--- src/rtl/sbtp_pkg.sv ---
// Shared types, constants and helper functions for the smooth Bezier block.
package sbtp_pkg;

  localparam int CoordWidth = 24;
  localparam int FracBits   = 8;
  localparam int EpsWidth   = 8;
  // Squared sum of two coordinate differences, with headroom for the carry.
  localparam int SqWidth    = 2 * CoordWidth + 2;
  localparam int DistWidth  = CoordWidth + 1;
  localparam int RatioBits  = 16;
  localparam int RatioWidth = RatioBits + 1;
  localparam int TotWidth   = DistWidth + 1;

  localparam logic [1:0] ErrNone     = 2'd0;
  localparam logic [1:0] ErrZeroLen  = 2'd1;
  localparam logic [1:0] ErrOnePoint = 2'd2;

  typedef logic signed [CoordWidth-1:0] coord_t;

  typedef struct packed {
    coord_t     point_x;
    coord_t     point_y;
    coord_t     edge_ctrl_x;
    coord_t     edge_ctrl_y;
    logic       is_first;
    logic       is_last;
  } in_item_t;

  typedef struct packed {
    coord_t     seg_start_x;
    coord_t     seg_start_y;
    coord_t     ctrl_a_x;
    coord_t     ctrl_a_y;
    coord_t     ctrl_b_x;
    coord_t     ctrl_b_y;
    coord_t     seg_end_x;
    coord_t     seg_end_y;
    logic       last_segment;
    logic [1:0] error_code;
  } out_item_t;

  // Start and done handshake between the sequencer and a serial unit.
  typedef struct packed {
    logic start;
    logic done;
  } unit_ctl_t;

  // Saturate a value two bits wider than a coordinate.
  function automatic coord_t sat_coord(input logic signed [CoordWidth+1:0] v);
    logic signed [CoordWidth+1:0] hi;
    logic signed [CoordWidth+1:0] lo;
    coord_t res;
    hi = (CoordWidth+2)'(2 ** (CoordWidth - 1) - 1);
    lo = -(CoordWidth+2)'(2 ** (CoordWidth - 1));
    if (v > hi) res = coord_t'(hi);
    else if (v < lo) res = coord_t'(lo);
    else res = coord_t'(v);
    return res;
  endfunction

  // Reflection 2*c - p, saturated.
  function automatic coord_t mirror(input coord_t p, input coord_t c);
    logic signed [CoordWidth+1:0] v;
    v = ((CoordWidth+2)'(c) <<< 1) - (CoordWidth+2)'(p);
    return sat_coord(v);
  endfunction

endpackage

--- src/rtl/sbtp_div.sv ---
// Restoring divider, one quotient bit per cycle, for the Q1.16 split ratio.
module sbtp_div import sbtp_pkg::*; (
  input  logic                  clk,
  input  logic                  rst_n,
  input  logic                  start,
  input  logic [TotWidth+RatioBits-1:0] dividend,
  input  logic [TotWidth-1:0]   divisor,
  output logic                  done,
  output logic [RatioWidth-1:0] quotient
);
  localparam int NumW = TotWidth + RatioBits;
  localparam int CntW = $clog2(NumW + 1);

  logic [NumW-1:0]     num_r, num_nxt;
  logic [TotWidth:0]   rem_r, rem_nxt;
  logic [TotWidth-1:0] den_r, den_nxt;
  logic [CntW-1:0]     cnt_r, cnt_nxt;
  logic                busy_r, busy_nxt;
  logic                done_r, done_nxt;
  logic [TotWidth:0]   shifted;

  always_comb begin
    num_nxt  = num_r;
    rem_nxt  = rem_r;
    den_nxt  = den_r;
    cnt_nxt  = cnt_r;
    busy_nxt = busy_r;
    done_nxt = 1'b0;
    shifted  = {rem_r[TotWidth-1:0], num_r[NumW-1]};
    if (start) begin
      num_nxt  = dividend;
      rem_nxt  = '0;
      den_nxt  = divisor;
      cnt_nxt  = CntW'(NumW);
      busy_nxt = 1'b1;
    end else if (busy_r) begin
      if (shifted >= {1'b0, den_r}) begin
        rem_nxt = shifted - {1'b0, den_r};
        num_nxt = {num_r[NumW-2:0], 1'b1};
      end else begin
        rem_nxt = shifted;
        num_nxt = {num_r[NumW-2:0], 1'b0};
      end
      cnt_nxt = cnt_r - 1'b1;
      if (cnt_r == CntW'(1)) begin
        busy_nxt = 1'b0;
        done_nxt = 1'b1;
      end
    end
  end

  always_ff @(posedge clk) begin
    if (!rst_n) begin
      busy_r <= 1'b0;
      done_r <= 1'b0;
      cnt_r  <= '0;
    end else begin
      busy_r <= busy_nxt;
      done_r <= done_nxt;
      cnt_r  <= cnt_nxt;
    end
    num_r <= num_nxt;
    rem_r <= rem_nxt;
    den_r <= den_nxt;
  end

  assign done     = done_r;
  // The ratio never exceeds one, so the low bits hold the whole quotient.
  assign quotient = num_r[RatioWidth-1:0];

  assert property (@(posedge clk) disable iff (!rst_n) done_r |-> !busy_r)
    else $error("divider done while busy");
  assert property (@(posedge clk) disable iff (!rst_n) done_r |-> $past(busy_r))
    else $error("divider done without work");
  assert property (@(posedge clk) disable iff (!rst_n) busy_r |-> cnt_r != '0)
    else $error("divider busy with zero count");
endmodule

--- config.mk ---
export PLATFORM = sky130hd
export DESIGN_NAME = sbtp_div
export DESIGN_NICKNAME = d
export VERILOG_FILES = /design/src/rtl/sbtp_pkg.sv /design/src/rtl/sbtp_div.sv
export SDC_FILE = /design/constraint.sdc
export NUM_CORES = 1
export LEC_CHECK = 0
export BUFFER_PORTS_ARGS = -buffer_cell sky130_fd_sc_hd__buf_2
export CAP_MARGIN = 20
export CORE_MARGIN = 5
export CORE_UTILIZATION = 51
export CTS_BUF_LIST = sky130_fd_sc_hd__clkbuf_8
export CTS_CLUSTER_DIAMETER = 40
export DETAILED_ROUTE_END_ITERATION = 6
export GPL_ROUTABILITY_DRIVEN = 0
export PLACE_DENSITY = 0.69
export SYNTH_ARGS = -nofsm -noshare
export SYNTH_HDL_FRONTEND = slang
export SYNTH_SLANG_ARGS = --single-unit
--- constraint.sdc ---
create_clock -name clk -period 3.42 [get_ports clk]
set_clock_uncertainty 0.1 [all_clocks]
set_input_delay 0.171 -clock clk [delete_from_list [all_inputs] [get_ports clk]]
set_output_delay 0.171 -clock clk [all_outputs]
set_load 0.005 [all_outputs]
# --- Yosys cells after proc, flatten, opt, wreduce, memory -nomap -nowiden ---
# Index checks and enable logic that the tools add are counted.
totals:
  reg_bits: 102
  input_bits: 71
  word_cells: 26
classes:
  n_addsub: 2
  n_lt_le_gt_ge: 1
  n_eq_ne: 1
  mux: 10
  bitwise_logic: 2
  reduce_logical: 3
op_table:
  columns: ["operator", "n"]
  rows:
  - ["$mux W42", 2]
  - ["$ge A27 B26 Y1", 1]
  - ["$mux W26", 1]
  - ["$sub A26 B26 Y26", 1]
  - ["$mux W6", 2]
  - ["$eq A6 B1 Y1 const B", 1]
  - ["$sub A6 B1 Y6 const B", 1]
  - ["$mux W1", 5]
  - ["$reduce_or A3 Y1", 1]
  - ["$not A1 Y1", 2]
  - ["$reduce_bool A2 Y1", 1]
  - ["$reduce_or A2 Y1", 1]

# --- Longest topological paths before layout ---
logic_depth:
  ltp_word: 4
  ltp_mapped: 13
  ltp_nobuf: 12

# --- Worst setup path after synthesis ---
# OpenSTA, ideal clock, no wires.
synth_path:
  path_type: "flip-flop to flip-flop"
  start: "register den_r[3]"
  end: "register num_r[0], data pin"
  arrival_ns: 2.439
  t_required_ns: 3.060
  path_slack_ns: 0.622
  path_stages_with_launch: 12
  n_path_buf: 2
  path_cell_list: "edfxtp_1 -> inv_1 -> ha_1 -> a21o_1 -> a21o_1 -> o211a_1 -> o21a_1 -> a21bo_1 -> a211o_1 -> buf_6 -> buf_2 -> mux2_2"
synth_via:
  elab_chain_len: 4
synth_lines:
  columns: ["element", "line_no", "rtl"]
  rows:
  - ["from (decl)", "sbtp_div.sv:16", "logic [TotWidth-1:0] den_r, den_nxt;"]
  - ["from (signal assigned)", "sbtp_div.sv:64", "den_r <= den_nxt;"]
  - ["$ge A27 B26 Y1", "sbtp_div.sv:37", "if (shifted >= {1'b0, den_r}) begin"]
  - ["$mux W1", "sbtp_div.sv:37", null]
  - ["$mux W42", "sbtp_div.sv:36", "end else if (busy_r) begin"]
  - ["$mux W42", "sbtp_div.sv:30", "if (start) begin"]
  - ["via num_nxt[0]", "sbtp_div.sv:14", "logic [NumW-1:0] num_r, num_nxt;"]
  - ["to (signal assigned)", "sbtp_div.sv:62", "num_r <= num_nxt;"]
  - ["to (decl)", "sbtp_div.sv:14", null]
# The timed path passes the listed nets, and every way through them passes these cells. The select of a mux whose other input is x is not followed.
# A chain may end at the register's enable or synchronous reset.

# --- Worst setup path in the final report ---
layout_path:
  start: "register num_r[41]"
  end: "register rem_r[24]"
layout_via:
  elab_chain_len: 2
  elab_cells_between_ends: 3
  classes_between: "1 x add/sub; 1 x order compare; 1 x mux"
layout_lines:
  columns: ["element", "line_no", "rtl"]
  rows:
  - ["$sub A26 B26 Y26 or $ge A27 B26 Y1 (tied branches)", "sbtp_div.sv:38, sbtp_div.sv:37", null]
  - ["$mux W26 (*)", "sbtp_div.sv:37", null]
  - ["to (signal assigned)", "sbtp_div.sv:63", "rem_r <= rem_nxt;"]
  - ["to (decl)", "sbtp_div.sv:15", "logic [TotWidth:0] rem_r, rem_nxt;"]
# Every way passes the cells marked *; elsewhere a longest branch is shown, timed or not.

==> out/qor.tcl <==
set qor(synth.distinct_cells) 59
set qor(synth_edf_count) 68
set qor(post_cts_resized) 0
set qor(numPlacedInstances) 737
set qor(drc) 0
set qor(nets_final) 777
set qor(worst-slew-pin-transition_ns) 0.915
set qor(yosysSeqAreaShare_pct) 47.4
set qor(cts-htree-levels) 3
set qor(fp.dieW_um) 116
set qor(grt_setup_unrepaired) {no}
set qor(peakVddDrop_v) 0.000357
set qor(antenna_found_initial) 0
set qor(count_of_filler_cells_inserted_in_the_layout) 869
set qor(crit_path_cell_trace) {inv_1 -> ha_1 -> inv_1 -> fa_1 -> a211oi_1 -> o21ai_0 -> a21oi_1 -> a21oi_1 -> a31oi_1 -> o221ai_1 -> nor4_1 -> o21ai_1}
set qor(critical_path_required_ns) 3.61
set qor(dp.final_hpwl_mm) 8.24
set qor(grt_start_max_net_pins) 79
set qor(crit_path_top_delay_cell) {fa_1}
set qor(clk_pin_slew_ns) 0.10
set qor(finalSetupTns_ns) 0
set qor(syn-num-nets) 643
set qor(critPathKind) {register to register}
set qor(clock_latency_ns) 0.39
set qor(slowest_delay_ns) 0.42
set qor(first_global_vias) 4521
set qor(rows) 38
set qor(share_of_post_route_cells_with_drive_strength_above_1_pct) 22.7
set qor(antennaDiodeCount) 0
set qor(critPathMaxFanout) 3
set qor(synth_cells) 543
set qor(remaining_global_route_overflow) 0
set qor(final_antenna_net_count) 0
set qor(syn_to_final_growth_pct) 22.6
set qor(power_density_nw_per_um2) 411
set qor(synth.yosys.warnings) 0
set qor(period_needed_ns) 3.03
set qor(count_of_boundary_i_o_pins) 89
set qor(final-setup-viol-count) 0
set qor(synthesis.area_um2) 5740
set qor(max_clock_freq_mhz) 331
set qor(syn_area_per_cell_um2) 10.6
set qor(ys_async_sr_fraction_pct) 0
set qor(timing.critical_path.from_type) {register}
set qor(synth-seq-cells) 102
set qor(synth_top_cells_by_area) {edfxtp_1, dfxtp_1, mux2_2}
set qor(post_drt_via_cell_ratio) 5.46
set qor(multi_input_area_um2) 2640
set qor(max_slew_margin_pct) 39.0
set qor(synth.largest_area_cell) {edfxtp_1}
set qor(maxSlewViolCount) 0
set qor(area.sequential_um2) 2720
set qor(arrival_ns) 3.21
set qor(floorplan.die_area_um2) 13500
set qor(final-instance-count-excl-fill) 822
set qor(grt_first_pass_wirelength_mm) 21.0
set qor(hold_class) {input port to register}
set qor(netlist.area_leader.share_pct) 35.6
set qor(initial_core_util_pct) 52.5
set qor(finalWirelength_mm) 12.9
set qor(detailed_place.area_um2) 6170
set qor(timing.max_cap.violations) 0
set qor(cts-root-buf) {clkbuf_8}
set qor(final_hold_violating_endpoints) 0
set qor(tritoncts) {yes}
set qor(outcome) {finished clean}
set qor(synthFlopType) {edfxtp_1}
set qor(die_height_um) 116
set qor(clock_sinks) 102
set qor(drtPass1Iterations) 5
set qor(routed_wire_length_per_instance_um) 15.7
set qor(cts_made_buffers) 9
set qor(hold-worst-slack_ns) 0.254
set qor(placement.io_buffers) 88
set qor(tot_pwr_mw) 2.89
set qor(crit_end_category) {register}
set qor(ctsLongestPathBuffers) 2
set qor(groute.usage.overall_pct) 19.6
set qor(cellLeakagePower_nw) 2.92
set qor(drt_first_iter_violations) 205
set qor(fin_crit_sh_pct) 88.5
set qor(route.vias.total) 4487
set qor(core_um2) 10900
set qor(design_area_um2) 7040
routing by layer:
layer / wire length, um / vias to the layer above / GRT usage [%] / share of wire, %
met4: 176 / 0 / 5.88 / 1.4
met5: 0 / - / 0 / 0
met2: 6210 / 122 / 33.3 / 48
met1: 5750 / 2122 / 24.2 / 45
li1: - / 2226 / - / -
met3: 741 / 17 / 6.17 / 5.8
synth_stat cells, types with 2 or more instances:
library cell / count
a211oi_1: 19
a21boi_0: 4
a21o_1: 8
a21oi_1: 25
a311oi_1: 2
a31oi_1: 5
and2_1: 3
and3_1: 6
buf_1: 5
buf_2: 2
buf_4: 18
buf_6: 2
clkbuf_1: 13
dfxtp_1: 34
edfxtp_1: 68
ha_1: 28
inv_1: 38
mux2_2: 42
mux2i_1: 16
nand2_1: 34
nand3_1: 13
nand3b_1: 3
nand4_1: 5
nor2_1: 48
nor2b_1: 2
nor3_1: 10
nor4_1: 5
o211ai_1: 4
o21a_1: 4
o21ai_0: 14
o21ai_1: 3
o21bai_1: 3
o221ai_1: 3
o311a_1: 2
or3_1: 5
xnor2_1: 19
xor2_1: 6
final cells by class:
| cell class | count | area share (%) |
|---|---|---|
| clock buffers | 10 | 1.95 |
| clock inverters | 6 | 0.586 |
| inverters | 40 | 2.13 |
| multi-input cells | 361 | 37.4 |
| flip-flops and latches | 102 | 38.7 |
| well taps | 140 | 2.49 |
| repair buffers | 163 | 16.7 |
flip-flops by register name, indices dropped and copies added, names as in the netlist:
register,cells
num_r,42
done,1
rem_r,26
cnt_r,6
busy_r,1
den_r,26
logic make-up after synthesis:
kind of cell	after synthesis	synth area share (%)
DFF	102	47.4
xor gates and xnor gates	25	3.81
adders and majority gates	29	6.45
buffers and inverters	80	6.71
and+or+nand+nor	142	11.8
muxes	58	11.0
AOI/OAI and AO/OA	107	12.8
through the flow:
step                      setup WS (ns)  util (%)
after floorplan                   0.622         -
after global routing             0.0540      64.4
final                             0.394      64.4
after global placement            0.522      56.4
after detailed placement          0.427      56.4
after CTS                         0.412      64.4
path summary, 6_finish.rpt:
kind,startpoint,endpoint,slack [ns],depth (start not counted)
worst max-delay path,num_r[41],rem_r[24],0.39,12
worst min register to register,rem_r[4],rem_r[4],0.41,2
worst min-delay path,start,num_r[34],0.25,2
worst max register to register,num_r[41],rem_r[24],0.39,12
report_power, final:
part           total [mW]  leakage (nW)  internal, mW  switching [mW]
Combinational       0.688          1.87         0.333           0.354
Sequential           1.49         0.957          1.44          0.0529
Clock               0.713        0.0951         0.283           0.430
Total                2.89          2.92          2.05           0.837
what timing repair did:
| action | CTS | global route |
|---|---|---|
| hold buffers | 69 | 0 |
| setup buffers | 0 | 0 |
| hold endpoints to repair | 72 | 0 |
cell usage in the layout, fill, tap and decap left out, types with 10 or more instances in the layout:
cell type,synthesis,routed
buf_2,2,87
dlygate4sd3_1,0,69
edfxtp_1,68,68
nor2_1,48,48
mux2_2,42,42
inv_1,38,40
dfxtp_1,34,34
nand2_1,34,33
ha_1,28,28
a21oi_1,25,25
xnor2_1,19,19
a211oi_1,19,19
mux2i_1,16,16
o21ai_0,14,14
nand3_1,13,13
nor3_1,10,10
clkbuf_8,0,10
worst max-delay path: cells and delay by family (launching register included):
kind | cells | cell delay, ns
and+or+nand+nor | 1 | 0.20
AOI/OAI and AO/OA | 7 | 1.55
DFF | 1 | 0.39
buffers and inverters | 2 | 0.12
adders and majority gates | 2 | 0.57
No activity file was read; power rests on OpenSTA's default activity.
