==> src/rtl/sbtp_pkg.sv <==
// Shared types, constants and helper functions for the smooth Bezier block.
package sbtp_pkg;

  localparam int CoordWidth = 24;
  localparam int FracBits   = 8;
  localparam int EpsWidth   = 8;
  // Squared sum of two coordinate differences, with headroom for the carry.
  localparam int SqWidth    = 2 * CoordWidth + 2;
  localparam int DistWidth  = CoordWidth + 1;
  localparam int RatioBits  = 16;
  localparam int RatioWidth = RatioBits + 1;
  localparam int TotWidth   = DistWidth + 1;

  localparam logic [1:0] ErrNone     = 2'd0;
  localparam logic [1:0] ErrZeroLen  = 2'd1;
  localparam logic [1:0] ErrOnePoint = 2'd2;

  typedef logic signed [CoordWidth-1:0] coord_t;

  typedef struct packed {
    coord_t     point_x;
    coord_t     point_y;
    coord_t     edge_ctrl_x;
    coord_t     edge_ctrl_y;
    logic       is_first;
    logic       is_last;
  } in_item_t;

  typedef struct packed {
    coord_t     seg_start_x;
    coord_t     seg_start_y;
    coord_t     ctrl_a_x;
    coord_t     ctrl_a_y;
    coord_t     ctrl_b_x;
    coord_t     ctrl_b_y;
    coord_t     seg_end_x;
    coord_t     seg_end_y;
    logic       last_segment;
    logic [1:0] error_code;
  } out_item_t;

  // Start and done handshake between the sequencer and a serial unit.
  typedef struct packed {
    logic start;
    logic done;
  } unit_ctl_t;

  // Saturate a value two bits wider than a coordinate.
  function automatic coord_t sat_coord(input logic signed [CoordWidth+1:0] v);
    logic signed [CoordWidth+1:0] hi;
    logic signed [CoordWidth+1:0] lo;
    coord_t res;
    hi = (CoordWidth+2)'(2 ** (CoordWidth - 1) - 1);
    lo = -(CoordWidth+2)'(2 ** (CoordWidth - 1));
    if (v > hi) res = coord_t'(hi);
    else if (v < lo) res = coord_t'(lo);
    else res = coord_t'(v);
    return res;
  endfunction

  // Reflection 2*c - p, saturated.
  function automatic coord_t mirror(input coord_t p, input coord_t c);
    logic signed [CoordWidth+1:0] v;
    v = ((CoordWidth+2)'(c) <<< 1) - (CoordWidth+2)'(p);
    return sat_coord(v);
  endfunction

endpackage

==> src/rtl/sbtp_sqrt.sv <==
// Bit-serial integer square root, two radicand bits per cycle.
module sbtp_sqrt import sbtp_pkg::*; (
  input  logic                  clk,
  input  logic                  rst_n,
  input  logic                  start,
  input  logic [SqWidth-1:0]    radicand,
  output logic                  done,
  output logic [DistWidth-1:0]  root
);
  localparam int Steps = SqWidth / 2;
  localparam int CntW  = $clog2(Steps + 1);

  logic [SqWidth-1:0]   rad_r, rad_nxt;
  logic [DistWidth+2:0] rem_r, rem_nxt;
  logic [DistWidth-1:0] root_r, root_nxt;
  logic [CntW-1:0]      cnt_r, cnt_nxt;
  logic                 busy_r, busy_nxt;
  logic                 done_r, done_nxt;
  logic [DistWidth+2:0] trial;
  logic [DistWidth+2:0] shifted;

  always_comb begin
    rad_nxt  = rad_r;
    rem_nxt  = rem_r;
    root_nxt = root_r;
    cnt_nxt  = cnt_r;
    busy_nxt = busy_r;
    done_nxt = 1'b0;
    shifted  = {rem_r[DistWidth:0], rad_r[SqWidth-1 -: 2]};
    trial    = {1'b0, root_r, 2'b01};
    if (start) begin
      rad_nxt  = radicand;
      rem_nxt  = '0;
      root_nxt = '0;
      cnt_nxt  = CntW'(Steps);
      busy_nxt = 1'b1;
    end else if (busy_r) begin
      rad_nxt = rad_r << 2;
      if (shifted >= trial) begin
        rem_nxt  = shifted - trial;
        root_nxt = {root_r[DistWidth-2:0], 1'b1};
      end else begin
        rem_nxt  = shifted;
        root_nxt = {root_r[DistWidth-2:0], 1'b0};
      end
      cnt_nxt = cnt_r - 1'b1;
      if (cnt_r == CntW'(1)) begin
        busy_nxt = 1'b0;
        done_nxt = 1'b1;
      end
    end
  end

  always_ff @(posedge clk) begin
    if (!rst_n) begin
      busy_r <= 1'b0;
      done_r <= 1'b0;
      cnt_r  <= '0;
    end else begin
      busy_r <= busy_nxt;
      done_r <= done_nxt;
      cnt_r  <= cnt_nxt;
    end
    rad_r  <= rad_nxt;
    rem_r  <= rem_nxt;
    root_r <= root_nxt;
  end

  assign done = done_r;
  assign root = root_r;

  assert property (@(posedge clk) disable iff (!rst_n) done_r |-> !busy_r)
    else $error("sqrt done while busy");
  assert property (@(posedge clk) disable iff (!rst_n) busy_r |-> cnt_r != '0)
    else $error("sqrt busy with zero count");
  assert property (@(posedge clk) disable iff (!rst_n) done_r |-> $past(busy_r))
    else $error("sqrt done without work");
endmodule

==> config.mk <==
export PLATFORM = sky130hd
export DESIGN_NAME = sbtp_sqrt
export DESIGN_NICKNAME = d
export VERILOG_FILES = /design/src/rtl/sbtp_pkg.sv /design/src/rtl/sbtp_sqrt.sv
export SDC_FILE = /design/constraint.sdc
export NUM_CORES = 1
export LEC_CHECK = 0
export BUFFER_PORTS_ARGS = -buffer_cell sky130_fd_sc_hd__buf_2
export CAP_MARGIN = 20
export CORE_MARGIN = 2
export CORE_UTILIZATION = 60
export CTS_BUF_LIST = sky130_fd_sc_hd__clkbuf_2 sky130_fd_sc_hd__clkbuf_4 sky130_fd_sc_hd__clkbuf_8
export DETAILED_ROUTE_END_ITERATION = 10
export PLACE_DENSITY = 0.83
export SYNTH_ARGS = -nofsm -noshare
export SYNTH_HDL_FRONTEND = slang
export SYNTH_SLANG_ARGS = --single-unit
==> constraint.sdc <==
create_clock -name clk -period 5.9 [get_ports clk]
set_input_delay 0.295 -clock clk [delete_from_list [all_inputs] [get_ports clk]]
set_output_delay 0.295 -clock clk [all_outputs]
set_load 0.05 [all_outputs]
# Word-level counts from Yosys, hierarchy flattened
# Index checks and enable logic that the tools add are counted.
[totals]
register_bits = 108
in_bits = 53
output_inout_bits = 26
[classes]
addsub = 2
order_cmp = 1
n_eq_ne = 1
mux = 10
n_bitwise = 2
reduce_logical = 3
[op_table]
columns = ["op", "n"]
rows = [
  ["two-way mux 50 bit", 2],
  ["greater-or-equal comparator 28 x 27 -> 1 bit", 1],
  ["two-way mux 26 bit", 1],
  ["subtractor 26 bit", 1],
  ["two-way mux 5 bit", 2],
  ["== test 5 x 1 -> 1 bit, second input constant", 1],
  ["two-way mux 1 bit", 5],
  ["subtractor 5 x 1 -> 5 bit, second input constant", 1],
  ["OR reduction 3 bit", 1],
  ["NOT 1 bit", 2],
  ["nonzero test 2 bit", 1],
  ["OR reduction 2 bit", 1],
]

# Longest topological paths before layout
# Gate-level depths: netlist of the first run.
[logic_depth]
depth_word = 4
ltp_mapped = 12
ltp_nobuf = 10

# Worst setup path before layout of the first run
# No wires, ideal clock.
[synth_path]
kind = "reg-to-reg"
from = "register root_r[19], in the netlist root[19]"
to = "register rem_r[6]"
setup_time_ns = 0.086
arrival_time_ns = 2.754
setup_slack_ns = 3.061
path_stages_with_launch = 11
path_buffers = 1
synth_period_minus_slack_ns = 2.839
path_cell_list = "dfxtp_1 > inv_1 > ha_1 > a21o_1 > a21o_1 > a21o_1 > a2111oi_4 > nand2_4 > buf_12 > mux2i_1 > a211oi_1"
[synth_between]
elab_chain_cells = 2
[synth_rtl]
columns = ["element", "line_no", "source"]
rows = [
  ["start: declaration", "sbtp_sqrt.sv:15", "logic [DistWidth-1:0] root_r, root_nxt;"],
  ["start signal: assignment", "sbtp_sqrt.sv:66", "root_r <= root_nxt;"],
  ["greater-or-equal comparator 28 x 27 -> 1 bit", "sbtp_sqrt.sv:39", "if (shifted >= trial) begin"],
  ["two-way mux 26 bit", "sbtp_sqrt.sv:39", ""],
  ["end signal: assignment", "sbtp_sqrt.sv:65", "rem_r <= rem_nxt;"],
  ["end: declaration", "sbtp_sqrt.sv:14", "logic [DistWidth+2:0] rem_r, rem_nxt;"],
]
# Every way passes these cells.
# A chain may end at the register's enable or synchronous reset.

# Final worst setup path of the first run
[layout_path]
from = "register root_r[11], in the netlist root[11]"
to = "register rem_r[22]"
[layout_between]
elab_chain_cells = 2
[layout_rtl]
columns = ["element", "line_no"]
rows = [
  ["subtractor 26 bit / greater-or-equal comparator 28 x 27 -> 1 bit (equally long branches)", "sbtp_sqrt.sv:40, sbtp_sqrt.sv:39"],
  ["two-way mux 26 bit *", "sbtp_sqrt.sv:39"],
]
# Mark *: on every way between the ends. The rest lies on a longest branch, timed or not.

==> summary.md, run 1 <==
| Metric | Value |
|---|---|
| Status | `finished, final reports clean` |
| Leak pwr | `2.71 nW` |
| # IOs | `79` |
| Final Max Slew Viols | `0` |
| Layout cells sized above 1 | `between 20% and 30%` |
| Hold Vio Cnt, Final | `0` |
| Pin count of the biggest net entering global routing | `85` |
| Post-CTS Setup Inserts | `0` |
| Core Area | `about 9300 sq um` |
| ANT nets after route | `0` |
| Nets | `698` |
| Final Skew | `14.5 ps` |
| Reg clk slew, reported paths | `120 ps` |
| Slew HR | `32.8%` |
| Gr ovfl total | `0` |
| Clock buffer depth | `2` |
| Synth Area in Adders | `just over 6%` |
| Synth Area in Compound Gates | `12.4%` |
| Crit start category | `flop` |
| Cell area after synthesis | `5820 sq um` |
| Netlist cell types | `between 50 and 60` |
| Hold Startpoint | `rst_n` |
| Top cells by area, synth | `edfxtp_1 (26%), dfxtp_1 (20%), mux2_2 (9.3%), mux2i_1 (7.1%), ha_1 (6.2%)` |
| Max-Cap Viols | `0` |
| Fraction of registers with async set or reset after synthesis | `0%` |
| Post-route cell area | `6480 sq um` |
| Predominant post-synthesis flop cell | `dfxtp_1` |
| Area share of and/or/nand/nor cells after synthesis | `10.8%` |
| H-Tree Depth | `3` |
| Vias per inst | `roughly 5.7` |
| CP endpoint kind | `flop` |
| Layout Utilization | `69.5%` |
| Worst-Margin Slew | `1010 ps` |
| Number of synthesized flops with an enable pin | `50` |
| Total number of vias | `roughly 4300` |
| Post-synthesis mux area share | `16.4%` |
| Router iterations before antenna repair | `4` |
| Non-Filler Instances | `750` |
| Hold Crit Endpoint | `cnt_r[2]$_SDFFE_PP0P_` |
| Drt total wl | `11800 microns` |
| Synthesis-stage register bit count | `108` |
| Routed length per placed instance | `~16 microns` |
| HPWL after detailed placement | `between 8000 and 9000 microns` |
| WP data required | `6210 ps` |
| Largest family of logic cells by synthesized area | `multiplexers` |
| Cells after DPL | `733` |
| Fillers | `between 700 and 800` |
| RSZ-0062 raised after global routing | `no` |
| Reg2Reg Depth | `10` |
| Die Wd | `between 100 and 150 microns` |
| CTS tree | `done` |
| First-pass GRT wire length | `18800 microns` |
| Root Driver | `clkbuf_8` |
| CP Data Arrival Time | `3200 ps` |
| Row count | `35` |
| Syn Nets | `629` |
| Crit path kind | `flop to flop` |
| Final TNS setup | `0 ps` |
| Initial antenna violation count | `0` |
| Syn Area/Cell | `10.6 sq um` |
| Most frequent cell after synthesis | `dfxtp_1` |
| Reg2Reg Setup Slack | `~3000 ps` |
| Ys Warns | `0` |
| Overall power | `3.41 mW` |
| CP max FO | `28` |
| Share of the synthesized area in the top cell type | `25.8%` |
| Clk sinks | `between 100 and 150` |
| RR Endpoint | `rem_r[22]$_SDFFE_PP0P_` |
| Dpl cell area | `6270 sq um` |
| Iter 0 DRT Violations | `175` |
| RD Place Congestion | `0.931` |
| Crit Reg-Reg Startpoint | `root[11]$_SDFFE_PP0P_` |
| Tmin final | `about 2900 ps` |
| Worst min path class | `input pin to flop` |
| Die span in y | `102 microns` |
| Initial core utilization | `roughly 62%` |
| Yosys top cell by area | `edfxtp_1` |
| Number of buffers created by CTS | `9` |
| Port bufs | `78` |
| GRT Overall Usage | `22.6%` |
| DRC | `0` |
| Ant. Diodes | `0` |
| Endpoints failing setup | `0` |
| Post-Synth XOR/XNOR Area | `4.07%` |
| F_max | `~350 MHz` |
| Post-synthesis cell count | `547` |
| Worst Hold Depth | `3` |
| Vias in the first global route | `about 4200` |
| PD cells | `525 nW/um^2` |
| Die area | `10500 sq um` |
| Most instantiated cells after synthesis | `dfxtp_1 (58), nor2_1 (55), edfxtp_1 (50)` |
| Sequential share of the synthesized area | `between 40% and 50%` |
| Post_cts resized | `0` |
| Hold Buf Count CTS | `0` |
| Crit share post-route | `49.1%` |
| Worst vdd ir | `0.504 mV` |
| Synth-to-Final Area Change | `11.5%` |
| Clock latency at the later pin of the worst-skew pair | `~370 ps` |
[how the worst max path moves through the flow]
stage | start | endpoint | cells after the start
after global placement | root[19]$_SDFFE_PP0P_ | rem_r[23]$_SDFFE_PP0P_ | 9
after floorplan | root[19]$_SDFFE_PP0P_ | rem_r[6]$_SDFFE_PP0P_ | 10
after CTS | root[19]$_SDFFE_PP0P_ | rem_r[23]$_SDFFE_PP0P_ | 9
after detailed placement | root[19]$_SDFFE_PP0P_ | rem_r[23]$_SDFFE_PP0P_ | 9
final | root[11]$_SDFFE_PP0P_ | rem_r[22]$_SDFFE_PP0P_ | 10
after global routing | root[8]$_SDFFE_PP0P_ | rem_r[23]$_SDFFE_PP0P_ | 10
[report_power, final]
group | internal, mW | leakage [nW] | switching (mW)
clock | 0.173 | 0.104 | 0.294
combinational | 0.848 | 1.63 | 1.11
sequential | 0.901 | 0.977 | 0.0762
[layer usage]
layer / share of wire, % / global-route usage (%)
met4: 1.6 / 7.69
met5: 0 / 0
met1: 42 / 27.2
met3: 5.5 / 5.20
met2: 51 / 39.9
[state kept, by name, summed over array words and instances (netlist names)]
name    cells
busy_r      1
cnt_r       5
done        1
root       25
rad_r      50
rem_r      26
[layout make-up]
| class | instances | area [sq um] | share of cell area, % |
|---|---|---|---|
| clock inverters | 7 | 81.3 | 1.25 |
| flip-flops and latches | 108 | 2660 | 41.1 |
| repair buffers | 81 | 415 | 6.41 |
| multi-input cells | 379 | 2900 | 44.7 |
| clock buffers | 9 | 124 | 1.91 |
| inverters | 37 | 139 | 2.14 |
| well taps | 129 | 161 | 2.49 |
[metrics by stage]
step | hold slack [ps] | setup slack [ps]
finish | 199 | 3000
floorplan | 450 | 3060
global placement | 475 | 3160
detailed placement | 486 | 3080
CTS | 182 | 3040
global route | 188 | 2780
[cells in the final DEF (no fill, tap or decap), types with 2 or more instances in the layout]
cell	instances
o21ai_0	16
o211ai_1	6
ha_1	29
a211oi_1	10
nor2b_1	2
and2_1	3
inv_1	36
o21ai_1	3
edfxtp_1	50
nor3_1	3
dfxtp_1	57
o21bai_1	2
clkbuf_8	9
a31oi_1	5
xnor2_1	12
or3_1	3
o21a_1	2
inv_8	2
buf_2	77
xor2_1	15
nand2_1	35
nand4_1	2
and4_1	3
buf_4	4
mux2_2	48
nor2_1	55
mux2i_1	41
a21o_1	11
nand2b_1	7
a311oi_1	4
a21oi_1	27
nand3_1	8
o2bb2a_4	2
and3_1	3
inv_6	2
[kinds of logic after synthesis]
| logic type | Yosys count |
|---|---|
| DFF | 108 |
| buffers and inverters | 60 |
| and+or+nand+nor | 133 |
| muxes | 89 |
| AOI/OAI and AO/OA | 101 |
| adders and majority gates | 29 |
| xor gates and xnor gates | 27 |
[worst max-delay path, stage by stage, from the launching register on]
cell      delay (ps)
dfxtp_1          380
inv_1             60
ha_1             370
a21oi_1          210
o21ai_1          150
a221oi_2         340
o41ai_2          140
o211ai_2         300
nand2_4          340
or3_1            460
o211ai_1          90
Power figures use the tool's default switching activity.
==> run 2: changes to the inputs <==
CORE_UTILIZATION = 54   (was 60)
PLACE_DENSITY = 0.79   (was 0.83)
clock period = 2.6 ns   (was 5.9 ns; I/O delays follow)
==> run 2 against run 1 <==
Against the previous run:
- first-iteration DRC count grew 53%
- worst setup slack got worse by 2900 ps
- register-to-register slack worse by 2900 ps
- via count up 1.5%
- cell area up 4.2%
- highest routed layer unchanged
- clock skew down 4.6 ps
- sequential share of layout area down 1.3 points
- combinational power increased to 2.7 times the previous value
==> summary.md, run 2 (synthesis gave the netlist of run 1 again) <==
| Metric | Value |
|---|---|
| Iter 0 DRT Violations | `between 200 and 300` |
| CP endpoint kind | `flop` |
| ANT nets after route | `0` |
| Reg clk slew, reported paths | `110 ps` |
| Core Area | `around 10000 sq um` |
| Tmin final | `2500 ps` |
| Post-route cell area | `about 6800 sq um` |
| Status | `finished, final reports clean` |
| Initial antenna violation count | `0` |
| Synth-to-Final Area Change | `16.2%` |
| Router iterations before antenna repair | `5` |
| Clock latency at the later pin of the worst-skew pair | `380 ps` |
| Worst-Margin Slew | `766 ps` |
| Hold Crit Endpoint | `rad_r[1]$_SDFFCE_PN0P_` |
| Worst min path class | `input pin to flop` |
| Endpoints failing setup | `0` |
| RD Place Congestion | `approximately 0.9` |
| Number of buffers created by CTS | `9` |
| Layout cells sized above 1 | `33.2%` |
| # IOs | `between 70 and 80` |
| Clk sinks | `108` |
| Die Wd | `108 microns` |
| Dpl cell area | `6490 sq um` |
| Nets | `slightly above 700` |
| RR Endpoint | `rem_r[6]$_SDFFE_PP0P_` |
| Wire length on met1 | `5170 microns` |
| Root Driver | `clkbuf_8` |
| Layout Utilization | `65.2%` |
| PD cells | `1240 nW/um^2` |
| Worst Hold Depth | `2` |
| Reg2Reg Depth | `10` |
| Non-Filler Instances | `775` |
| CTS tree | `done` |
| Vias in the first global route | `4241` |
| First-pass GRT wire length | `20500 microns` |
| Max-Cap Viols | `0` |
| Crit share post-route | `96.1%` |
| Leak pwr | `2.81 nW` |
| Gr ovfl total | `0` |
| HPWL after detailed placement | `8870 microns` |
| Drt total wl | `12400 microns` |
| Post-CTS Setup Inserts | `0` |
| Total number of vias | `4357` |
| Hold Startpoint | `radicand[1]` |
| Hold Vio Cnt, Final | `0` |
| Crit start category | `flop` |
| Cells after DPL | `759` |
| Pin count of the biggest net entering global routing | `98` |
| F_max | `400 MHz` |
| Final Max Slew Viols | `0` |
| CP max FO | `14` |
| Commonest non-fill, non-tap cells in the layout | `buf_2 (77), nor2_1 (55), edfxtp_1 (50), mux2_2 (48), mux2i_1 (41)` |
| Max Used Layer | `met4` |
| DRC | `0` |
| Met2 routed WL | `6130 microns` |
| Port bufs | `78` |
| Ant. Diodes | `0` |
| H-Tree Depth | `3` |
| Final Skew | `9.89 ps` |
| Vias per inst | `~5.6` |
| Commonest non-fill, non-tap cell in the layout | `buf_2` |
| Crit path kind | `flop to flop` |
| Crit Reg-Reg Startpoint | `root[14]$_SDFFE_PP0P_` |
| Die span in y | `108 microns` |
| WP data required | `2840 ps` |
| RSZ-0062 raised after global routing | `yes` |
| WL met3 | `just under 1000 microns` |
| GRT Overall Usage | `between 20 and 25%` |
| Row count | `37` |
| Initial core utilization | `56.1%` |
| Slew HR | `48.9%` |
| Die area | `between 10000 and 15000 sq um` |
| Clock buffer depth | `2` |
| Worst vdd ir | `1.15 mV` |
| Max FFs per register | `50` |
| Reg2Reg Setup Slack | `100 ps` |
| Top reg by flops | `rad_r` |
| Routed length per placed instance | `16.0 microns` |
| CP Data Arrival Time | `2740 ps` |
-- run 2: cell types whose count changed in the layout (fill, tap and decap cells not counted), moves of 3 or more --
cell,change
buf_12,+3
buf_4,+15
dfxtp_1,-17
dfxtp_2,+15
ha_1,-5
ha_4,+3
o21ai_0,-3
-- run 2: worst max path at each step --
stage | from | end | slack, ps | cells past startpoint
2_1_floorplan | root[0]$_SDFFE_PP0P_ | rem_r[6]$_SDFFE_PP0P_ | 10 | 11
3_3_place_gp | root[5]$_SDFFE_PP0P_ | rem_r[15]$_SDFFE_PP0P_ | 100 | 11
3_5_place_dp | root[5]$_SDFFE_PP0P_ | rem_r[15]$_SDFFE_PP0P_ | 40 | 11
4_1_cts | root[5]$_SDFFE_PP0P_ | rem_r[15]$_SDFFE_PP0P_ | 2 | 11
5_1_grt | root[5]$_SDFFE_PP0P_ | rem_r[23]$_SDFFE_PP0P_ | -7 | 11
6_report | root[14]$_SDFFE_PP0P_ | rem_r[6]$_SDFFE_PP0P_ | 100 | 10
-- run 2: worst max-delay path, cell delays in order (launching register included) --
cell,delay (ps)
dfxtp_2,370
inv_1,70
ha_2,370
and4_1,270
nand3_2,110
o41ai_2,380
o211ai_2,160
nand2_4,120
buf_12,170
mux2i_1,230
a211oi_1,100
-- run 2: final cells by class --
class                   instances  area [sq um]
clock buffers                   9           124
clock inverters                 7          57.6
fillers                       855          3610
inverters                      37           139
multi-input cells             379          2990
flip-flops and latches        108          2690
well taps                     136           170
repair buffers                 99           588
-- run 2: stage by stage --
stage          TNS [ps]  power, mW  worst slack [ps]  hold slack, ps
3_3_place_gp          0       7.11               100             416
6_report              0       8.41               101            38.2
3_5_place_dp          0       7.25              35.9             436
2_1_floorplan         0       6.04              13.5             289
4_1_cts               0       8.24              2.46            21.9
5_1_grt           -16.5       8.99             -6.82            6.99
-- run 2: what timing repair did --
action | in CTS | in global routing
endpoints found under the setup margin | 0 | 24
resized for setup | 0 | 20
hold buffers | 0 | 0
-- run 2: routing by layer --
metal / track usage (%) / vias to the layer above
li1: - / 2126
met4: 5.77 / 0
met5: 0 / -
met1: 27.1 / 2075
met2: 38.0 / 138
met3: 8.72 / 18
-- run 2: report_power, final --
part | total [mW] | switching, mW | internal (mW)
Combinational | 5.22 | 2.72 | 2.50
Clock | 0.976 | 0.613 | 0.363
Sequential | 2.22 | 0.174 | 2.04
Total | 8.41 | 3.51 | 4.90
==> run 3: changes to the inputs <==
GPL_TIMING_DRIVEN = 0   (was not set)
==> run 3 against run 2 <==
Against the previous run:
- clock skew is 0.99 ps higher
- via count increased by 6.2%
- non-clock buffer count increased by 21
- hold slack worse by 2.6 ps
- die area is the same
- flip-flop and latch count stayed put
- cell count rose by 2.8%
- combinational power up 27%
- clock power rose by 6%
==> summary.md, run 3 (synthesis gave the netlist of run 1 again) <==
| Metric | Value |
|---|---|
| Status | `finished, final reports clean` |
| Worst-Margin Slew | `776 ps` |
| Leak pwr | `2.91 nW` |
| First-pass GRT wire length | `21100 microns` |
| Worst stage delay on the critical path | `410 ps` |
| WP data required | `around 2900 ps` |
| Router iterations before antenna repair | `5` |
| Critical path depth | `9` |
| Top reg by flops | `rad_r` |
| Iter 0 DRT Violations | `301` |
| Slew HR | `48.3%` |
| Endpoints failing setup | `0` |
| RD Place Congestion | `a little over 0.9` |
| Fin worst setup slack | `14.3 ps` |
| H-Tree Depth | `3` |
| Final Max Slew Viols | `0` |
| HPWL after detailed placement | `9320 microns` |
| Crit path buf inv count | `0` |
| Reg clk slew, reported paths | `around 110 ps` |
| F_max | `387 MHz` |
| Max-Cap Viols | `0` |
| P_sw | `roughly 4.2 mW` |
| Root Driver | `clkbuf_8` |
| Sequential share of power | `22.8%` |
| Hold Vio Cnt, Final | `0` |
| Commonest non-fill, non-tap cell in the layout | `buf_2` |
| Hold Crit Endpoint | `rad_r[1]$_SDFFCE_PN0P_` |
| Reg2Reg Setup Slack | `10 ps` |
| CP Cell Sequence | `ha_2 > and4_1 > and2_1 > a221oi_4 > o21ai_1 > a31oi_1 > xnor2_1 > nand2_1 > a311oi_1` |
| Worst vdd ir | `between 1 and 1.5 mV` |
| Crit-path slowest cell | `dfxtp_1` |
| Fillers | `approximately 800` |
| Crit share post-route | `99.5%` |
| Number of buffers created by CTS | `9` |
| Die span in y | `~110 microns` |
| Vias per inst | `5.81` |
| PD cells | `roughly 1400 nW/um^2` |
| GRT Overall Usage | `23.3%` |
| Core Area | `10400 sq um` |
| Hold Buf Count CTS | `0` |
| Comb power frac | `about 67%` |
| Final Skew | `about 11 ps` |
| Clk sinks | `108` |
| Crit path kind | `flop to flop` |
| # IOs | `79` |
| Total number of vias | `4628` |
| Hold Startpoint | `radicand[1]` |
| Int Power | `5.70 mW` |
| Top cell family by delay on the critical path | `compound AO/OA/AOI/OAI gates` |
| Initial antenna violation count | `0` |
| Sw Ratio | `42.6%` |
| Vias in the first global route | `approximately 4500` |
| RSZ-0062 raised after global routing | `yes` |
| Overall power | `9.93 mW` |
| CP Data Arrival Time | `2850 ps` |
| Worst hold margin | `about 36 ps` |
| Drt total wl | `14200 microns` |
| CP max FO | `5` |
| Ant. Diodes | `0` |
| Nets | `between 700 and 800` |
| CP endpoint kind | `flop` |
| CP startpoint | `rem_r[4]$_SDFFE_PP0P_` |
| Clock latency at the later pin of the worst-skew pair | `380 ps` |
| Pin count of the biggest net entering global routing | `37` |
| Row count | `37` |
| Crit Reg-Reg Startpoint | `rem_r[4]$_SDFFE_PP0P_` |
| Initial core utilization | `56.1%` |
| Port bufs | `77` |
| Die Wd | `108 microns` |
| Synth-to-Final Area Change | `23.1%` |
| Max FFs per register | `50` |
| ANT nets after route | `0` |
| Dpl ws | `-147 ps` |
| Clock buffer depth | `2` |
| RR Endpoint | `rem_r[13]$_SDFFE_PP0P_` |
| DRC | `0` |
| Commonest non-fill, non-tap cells in the layout | `buf_2 (77), nor2_1 (54), edfxtp_1 (50), mux2_2 (48), mux2i_1 (41)` |
| Crit start category | `flop` |
| Worst Hold Depth | `2` |
| Layout cells sized above 1 | `a little under two fifths` |
| Worst min path class | `input pin to flop` |
| Routed length per placed instance | `~18 microns` |
| Gr ovfl total | `0` |
| Clock power frac | `between 10% and 20%` |
| CTS tree | `done` |
| Reg2Reg Depth | `9` |
| Tmin final | `~2600 ps` |
| Die area | `11600 sq um` |
run 3: worst max path at each step:
stage | endpoint | slack, ps
after floorplan | rem_r[6]$_SDFFE_PP0P_ | 10
after global placement | rem_r[5]$_SDFFE_PP0P_ | -120
after detailed placement | rem_r[5]$_SDFFE_PP0P_ | -150
after CTS | rem_r[5]$_SDFFE_PP0P_ | 1
after global routing | rem_r[13]$_SDFFE_PP0P_ | -120
final | rem_r[13]$_SDFFE_PP0P_ | 10
run 3: per-layer routing:
layer  wire length [microns]  vias up  track usage (%)
met5                       0        -                0
met4                     297        0             8.88
met3                    1160       29             6.54
met2                    6980      185             39.6
met1                    5730     2235             28.0
li1                        -     2179                -
run 3: power by group through the flow:
stage | Clock (mW) | Sequential, mW | Combinational, mW
floorplan | 0 | 2.21 | 3.82
CTS | 1.06 | 2.22 | 5.70
global route | 1.13 | 2.29 | 6.99
global placement | 0 | 2.24 | 4.64
finish | 1.03 | 2.27 | 6.63
detailed placement | 0 | 2.25 | 4.70
run 3: worst reg2reg max path: cells and delay by family (launching register included):
family	cells	cell delay, ps
simple gates	3	510
xor+xnor	1	170
fa+ha+maj	1	340
flops	1	410
compound gates	4	1060
run 3: layout make-up:
class / count / area (sq um) / share of cell area, %
multi-input combinational: 380 / 3240 / 45.2
sequential: 108 / 2700 / 37.7
timing repair buffer: 99 / 607 / 8.48
tap: 136 / 170 / 2.38
inverter: 37 / 141 / 1.98
clock buffer: 9 / 124 / 1.73
buffer: 21 / 103 / 1.43
clock inverter: 7 / 78.8 / 1.10
run 3: metrics by stage:
| step | instances | area (sq um) | util, % | setup TNS [ps] |
|---|---|---|---|---|
| 3_5_place_dp | 761 | 6420 | 61.9 | -1850 |
| 6_report | 797 | 7160 | 69.0 | 0 |
| 2_1_floorplan | 547 | 5840 | - | 0 |
| 3_3_place_gp | 760 | 6400 | 61.7 | -7230 |
| 5_1_grt | 797 | 7160 | 69.0 | -242 |
| 4_1_cts | 786 | 6780 | 65.4 | 0 |
run 3: timing repair:
item,CTS,global route
resized for setup,20,57
setup buffers,9,11
gates cloned,2,0
pin swaps,10,23
endpoints found under the setup margin,26,26
